**config.mk**
```make
export PLATFORM = sky130hd
export DESIGN_NAME = vwgr_relax
export DESIGN_NICKNAME = d
export VERILOG_FILES = /design/src/rtl/vwgr_pkg.sv /design/src/rtl/vwgr_relax.sv
export SDC_FILE = /design/constraint.sdc
export NUM_CORES = 1
export LEC_CHECK = 0
export ABC_AREA = 1
export BUFFER_PORTS_ARGS = -buffer_cell sky130_fd_sc_hd__buf_2
export CORE_MARGIN = 2
export CORE_UTILIZATION = 30
export CTS_CLUSTER_SIZE = 30
export DETAILED_ROUTE_END_ITERATION = 8
export PLACE_DENSITY = 0.46
export REMOVE_ABC_BUFFERS = 1
export SYNTH_ARGS = -nofsm -noshare
export SYNTH_HDL_FRONTEND = slang
export SYNTH_SLANG_ARGS = --single-unit
```
**constraint.sdc**
```tcl
create_clock -name i_clk -period 4.7 [get_ports i_clk]
set_input_delay 0.235 -clock i_clk [delete_from_list [all_inputs] [get_ports i_clk]]
set_output_delay 0.235 -clock i_clk [all_outputs]
set_load 0.02 [all_outputs]
```
**src/rtl/vwgr_pkg.sv**
```systemverilog
// Shared types, opcodes, register indexes and arithmetic helpers of the water grid relaxer.
package vwgr_pkg;

    typedef struct packed {
        logic signed [31:0] height;
        logic signed [31:0] velocity;
        logic [7:0]         pref;
        logic               moving;
    } t_vertex;

    typedef struct packed {
        logic vld;
        logic tick;
    } t_rmw_ctl;

    typedef enum logic [1:0] {
        OP_SPLASH = 2'd0,
        OP_TICK   = 2'd1,
        OP_CLEAR  = 2'd2,
        OP_READ   = 2'd3
    } t_opcode;

    typedef enum logic [2:0] {
        CFG_ORIGIN_X  = 3'd0,
        CFG_ORIGIN_Y  = 3'd1,
        CFG_COS       = 3'd2,
        CFG_SIN       = 3'd3,
        CFG_INV_CELL  = 3'd4,
        CFG_RANGE     = 3'd5,
        CFG_CELLS_X   = 3'd6,
        CFG_CELLS_Y   = 3'd7
    } t_cfg_index;

    localparam logic signed [16:0] DAMPING_Q         = 17'sd62915;
    localparam logic signed [33:0] HEIGHT_SETTLE_Q   = 34'sd6554;
    localparam logic signed [31:0] VELOCITY_SETTLE_Q = 32'sd3277;

    function automatic logic signed [31:0] sat32(input logic signed [34:0] v);
        logic signed [31:0] r;
        if (v > 35'sd2147483647) begin
            r = 32'sh7FFFFFFF;
        end else if (v < -35'sd2147483648) begin
            r = 32'sh80000000;
        end else begin
            r = v[31:0];
        end
        return r;
    endfunction

endpackage

```
**src/rtl/vwgr_relax.sv**
```systemverilog
// Read-modify-write pipeline: splash velocity add and tick damping, gravity and settle.
module vwgr_relax
    import vwgr_pkg::*;
#(
    parameter int AW = 12
) (
    input  logic               i_clk,
    input  logic               i_rst_n,
    input  t_rmw_ctl           i_ctl,
    input  logic [AW-1:0]      i_addr,
    input  t_vertex            i_rdata,
    input  logic signed [31:0] i_svel,
    input  logic signed [31:0] i_gstep,
    input  logic [7:0]         i_spref,
    output logic               o_we,
    output logic [AW-1:0]      o_waddr,
    output t_vertex            o_wdata,
    output logic               o_unsettled,
    output logic               o_busy
);

    t_rmw_ctl           r1_ctl, r2_ctl, r3_ctl;
    logic [AW-1:0]      r1_addr, r2_addr, r3_addr;
    t_vertex            r2_d, r3_d;
    logic signed [48:0] r2_prod;
    logic signed [31:0] r3_v;

    logic signed [48:0] w_rnd;
    logic signed [32:0] w_vd;
    logic signed [33:0] w_p2, w_p3, w_dh;
    logic signed [34:0] w_vt, w_h35;
    logic signed [31:0] w_v2, w_h2;
    logic               w_settle;

    assign w_rnd = r2_prod + 49'sd32768;
    assign w_vd  = w_rnd[48:16];
    assign w_p2  = $signed({10'b0, r2_d.pref, 16'b0});
    assign w_vt  = (34'(r2_d.height) < w_p2) ? 35'(w_vd) - 35'(i_gstep)
                                             : 35'(w_vd) + 35'(i_gstep);
    assign w_v2  = r2_ctl.tick ? sat32(w_vt) : sat32(35'(r2_d.velocity) + 35'(i_svel));

    assign w_p3     = $signed({10'b0, r3_d.pref, 16'b0});
    assign w_h35    = 35'(r3_d.height) + 35'(r3_v);
    assign w_h2     = sat32(w_h35);
    assign w_dh     = 34'(w_h2) - w_p3;
    assign w_settle = (w_dh > -HEIGHT_SETTLE_Q) && (w_dh < HEIGHT_SETTLE_Q) &&
                      (r3_v > -VELOCITY_SETTLE_Q) && (r3_v < VELOCITY_SETTLE_Q);

    always_ff @(posedge i_clk) begin
        if (!i_rst_n) begin
            r1_ctl <= '0;
            r2_ctl <= '0;
            r3_ctl <= '0;
        end else begin
            r1_ctl <= i_ctl;
            r2_ctl <= r1_ctl;
            r3_ctl <= r2_ctl;
        end
    end

    always_ff @(posedge i_clk) begin
        r1_addr <= i_addr;
        r2_addr <= r1_addr;
        r3_addr <= r2_addr;
        r2_d    <= i_rdata;
        r2_prod <= i_rdata.velocity * DAMPING_Q;
        r3_d    <= r2_d;
        r3_v    <= w_v2;
    end

    always_comb begin
        o_wdata = r3_d;
        if (!r3_ctl.tick) begin
            o_wdata.velocity = r3_v;
            o_wdata.pref     = i_spref;
            o_wdata.moving   = 1'b1;
        end else if (w_settle) begin
            o_wdata.height   = w_p3[31:0];
            o_wdata.velocity = '0;
            o_wdata.moving   = 1'b0;
        end else begin
            o_wdata.height   = w_h2;
            o_wdata.velocity = r3_v;
        end
    end

    assign o_we        = r3_ctl.vld && (!r3_ctl.tick || r3_d.moving);
    assign o_waddr     = r3_addr;
    assign o_unsettled = r3_ctl.vld && r3_ctl.tick && r3_d.moving && !w_settle;
    assign o_busy      = r1_ctl.vld || r2_ctl.vld || r3_ctl.vld;

endmodule

```
After elaboration in Yosys (flattened, before gate mapping)
Cells that the tools add are included.
Widths: inputs -> output; s select.
{"block": "totals", "output_inout_bits": 88, "ff_bits": 237, "inputBits": 161, "wordCells": 62}
{"block": "classes", "n_addsub": 6, "n_mul": 1, "reduce_logical": 12, "mux": 14, "order_cmp": 11}
{"op": "$mux 32", "n": 9}
{"op": "$add 32x32->33", "n": 2}
{"op": "$gt 33x32->1 const B", "n": 2}
{"op": "$lt 33x32->1 const B", "n": 2}
{"op": "$mux 64", "n": 1}
{"op": "$add 49x17->49 const B", "n": 1}
{"op": "$mul 32x17->49 const B", "n": 1}
{"op": "$gt 35x32->1 const B", "n": 1}
{"op": "$lt 35x32->1 const B", "n": 1}
{"op": "$mux 35", "n": 1}
{"op": "$add 33x32->34", "n": 1}
{"op": "$sub 33x32->34", "n": 1}
{"op": "$gt 33x14->1 const B", "n": 1}
{"op": "$lt 33x14->1 const B", "n": 1}
{"op": "$sub 32x25->33", "n": 1}
{"op": "$gt 32x13->1 const B", "n": 1}
{"op": "$lt 32x13->1 const B", "n": 1}
{"op": "$lt 32x25->1", "n": 1}
{"op": "$mux 8", "n": 1}
{"op": "$logic_and 1x1->1", "n": 7}
{"op": "$logic_or 1x1->1", "n": 3}
{"op": "$logic_not 1->1", "n": 2}
{"op": "$mux 1", "n": 2}

Depth between registers and ports, before layout
{"block": "logic_depth", "depth_word": 11, "depth_mapped": 43, "mapped_depth_nobuf": 41}

Least setup slack after synthesis
OpenSTA, ideal clock, no wires.
{"block": "synth_timing", "path_type": "input-to-reg", "start": "input port i_rdata[12] (netlist name)", "end": "register r2_prod[47]", "setup_slack_ns": -0.382, "n_path_buf": 0, "arrival_time_ns": 5.011, "path_stages": 22, "setup_time_ns": 0.072, "required_time_ns": 4.628, "cell_sequence": "ha_1 > fa_1 > inv_1 > fa_1 > fa_1 > fa_1 > inv_1 > fa_1 > ha_1 > nand2_1 > nor2_1 > inv_1 > o221ai_1 > nand3_1 > nand3_1 > nand2_1 > o211ai_1 > a21oi_1 > o21ai_0 > nand4_1 > nand2_1 > xor2_1"}
{"block": "synth_via", "elab_chain_cells": 1}
{"item": "start, declared", "line": "vwgr_relax.sv:11", "rtl": "input t_vertex i_rdata,"}
{"item": "$mul 32x17->49", "line": "vwgr_relax.sv:66", "rtl": "r2_prod <= i_rdata.velocity * DAMPING_Q;"}
{"item": "end signal, assigned", "line": "vwgr_relax.sv:66"}
{"item": "end, declared", "line": "vwgr_relax.sv:25", "rtl": "logic signed [48:0] r2_prod;"}
No other way between the ends.
A chain may end at the register's enable or synchronous reset.

==> results.yml <==
logic_synthesis:
  ys_dominant_reg_cell: "dfxtp_1"
  ys_types: 50
  ys_seq_area_share_pct: 18.4
  synth-edff-count: 0
  postSynthAreaPerCell_um2: 7.73
  syn_inst: 3116
  synth_async_sr_flop_share_pct: 0
  synth_seq_cells: 222
  syn_area_um2: 24100
  synth_top_area_cell: "fa_1"
  yosysWarnings: 0
  synth_area_leaders: "fa_1 (21%), dfxtp_1 (18%), ha_1 (15%)"
  synth_top_area_share_pct: 20.9
clock_network:
  clockRootBuffer: "clkbuf_16"
  cts_tree: "done"
  ctsLongestPathBuffers: 3
  clkLatencyLatePin_ns: 0.57
  cts.sinks: 222
  cts_max_level: 1
  clkSlewWorstSetupHoldPaths_ns: 0.06
  numCtsBuffers: 29
drt:
  postRouteAntennaNets: 0
  vias: 23100
  dr.pass1.iters: 5
  drc: 0
  drt-total-wl_mm: 85.7
  viasPerCell: 4.49
  wl_per_cell_um: 16.7
  drt_iter0_drc: 743
global_route:
  grt_pass1_vias: 24300
  gr-total-overflow: 0
  grt_max_degree: 47
  antenna_found_initial: 6
  grt_pass1_wl_mm: 131
  grt_usage_pct: 20.4
critical_path:
  r2r_end: "r3_v[12]"
  crit_buf_inv: 7
  critPathTopFamily: "simple AND/OR/NAND/NOR gates"
  rr_worst_depth: 30
  endpoint: "o_wdata[63]"
  crit_arrival_ns: 5.28
  cp-start-kind: "register"
  cpPeakStageDelay_ns: 0.39
  slowest_stage: "fa_2"
  regToRegSetupSlack_ns: -0.02
  worstPathMaxFanout: 6
  r2r-start: "r2_d[2]"
  critical_path.startpoint: "r3_v[0]"
  path_common_cell: "nand2_2"
  worstSetupPathType: "register to output pin"
  critPathCaptureType: "output pin"
  worstPathRequired_ns: 4.47
  cp.depth: 38
die:
  dieWidth_um: 287
  rows: 103
  dieArea_um2: 82600
  core_area_um2: 79300
  fp.dieH_um: 287
  start_util_pct: 30.4
  io_pins: 249
placement:
  hpwl_mm: 72.8
  place_congestion: 0.890
  post_dp_cell_area_um2: 30700
  port_buffers: 248
cells_and_area:
  utilization_pct: 45.1
  fin_nets: 4770
  fin_area_um2: 35700
  nFillCells: 8051
  drive_above_1_share_pct: 32.4
  final_common_cell: "nand2_1"
  area_growth_syn_to_layout_pct: 48.3
  most-common-layout-cells: "nand2_1 (615), buf_4 (597), inv_1 (520)"
timing:
  min_period_over_period_pct: 117
  setup_viol: 80
  period_minus_slack_ns: 5.51
  rsz0062_at_grt: "yes"
  slew_violations: 0
  hold_viol_final: 0
  relSlewSlack_pct: 16.3
  setup_ws_ns: -0.810
  worst_pin_slew_ns: 1.26
  finalClockSkew_ns: 0.0205
  fmax_mhz: 181
worst_hold_path:
  hp-class: "input pin to register"
  holdPathStages: 2
status:
  violations: "negative setup slack"
  outcome: "finished, violations left"
job:
  drv_cap: 0
==> layout make-up <==
type	count	area, µm²	area share (%)
Antenna cell	1	2.50	0.00700
Clock buffer	35	768	2.15
Clock inverter	17	238	0.665
Inverter	542	2040	5.71
Multi-Input combinational cell	2308	19400	54.4
Sequential cell	222	4470	12.5
Tap cell	1050	1310	3.68
Timing Repair Buffer	961	7480	20.9
==> worst register-to-register path, delay by kind of cell, from the launching register on <==
kind	cells	cell delay, ns
adder cells (fa/ha/maj)	2	0.59
AND/OR/NAND/NOR	11	1.13
XOR/XNOR	2	0.35
flip-flops	1	0.34
AO/OA/AOI/OAI	8	1.23
buffers and inverters	7	0.99
==> metal layers <==
layer	track usage, %	part of all wire [%]	up-vias
met2	38.5	51	358
met3	1.93	3.4	122
met1	24.3	42	10800
met5	0	0.062	-
met4	6.02	3.2	8
li1	-	-	11800
==> stage by stage <==
step                      cells  hold WS (ns)  setup WS [ns]  setup TNS (ns)
after floorplan            3072         0.263         -0.812          -52.68
after global placement     4929         0.310         -0.868          -73.09
after detailed placement   4929         0.312         -0.882          -73.92
after CTS                  5110       0.00561         -0.850          -51.67
after global routing       5135        0.0215          -1.26          -87.47
final                      5136        0.0319         -0.810          -48.31
==> cell usage after synthesis, drive strengths merged, types with 36 or more instances <==
| library cell | n |
|---|---|
| a21oi | 186 |
| dfxtp | 222 |
| fa | 252 |
| ha | 293 |
| inv | 542 |
| nand2 | 745 |
| nand3 | 122 |
| nand4 | 36 |
| nor2 | 208 |
| o21ai | 130 |
| xnor2 | 60 |
| xor2 | 114 |
==> flip-flops by register name (all words and copies together), names as in the netlist <==
name	flops
o_waddr	12
r2_d	72
r1_addr	12
r2_addr	12
r2_prod	35
r2_ctl	2
r3_ctl	2
r3_v	32
r3_d	41
r1_ctl	2
==> worst min path at each step <==
stage,endpoint,from,slack [ns]
2_1_floorplan,r1_addr[0],i_addr[0],0.26
3_5_place_dp,o_waddr[8],r2_addr[8],0.31
3_3_place_gp,r3_d[42],r2_d[42],0.31
6_report,r2_d[39],i_rdata[39],0.03
5_1_grt,r2_d[39],i_rdata[39],0.02
4_1_cts,r2_d[39],i_rdata[39],0.006
==> repair_timing <==
item                                   in CTS  in global routing
setup endpoints to repair                 114                124
resized for setup                         267                378
setup buffers                              35                 28
endpoints found under the hold margin      88                  0
pin swaps                                  60                229
hold buffers                               87                  0
cloned                                      7                  2
==> cell families (layout without fill, tap and decap cells) <==
logic type	count (synthesis)	after routing	synth area share (%)
AO/OA/AOI/OAI	412	412	9.57
XOR/XNOR	174	174	6.32
adder cells (fa/ha/maj)	545	545	36.1
buffers and inverters	586	1555	9.36
flip-flops	222	222	18.4
other	0	1	0
AND/OR/NAND/NOR	1177	1177	20.2
Power is not shown: default switching activity piles up to over one toggle a cycle in this logic, so the estimate is an artifact.
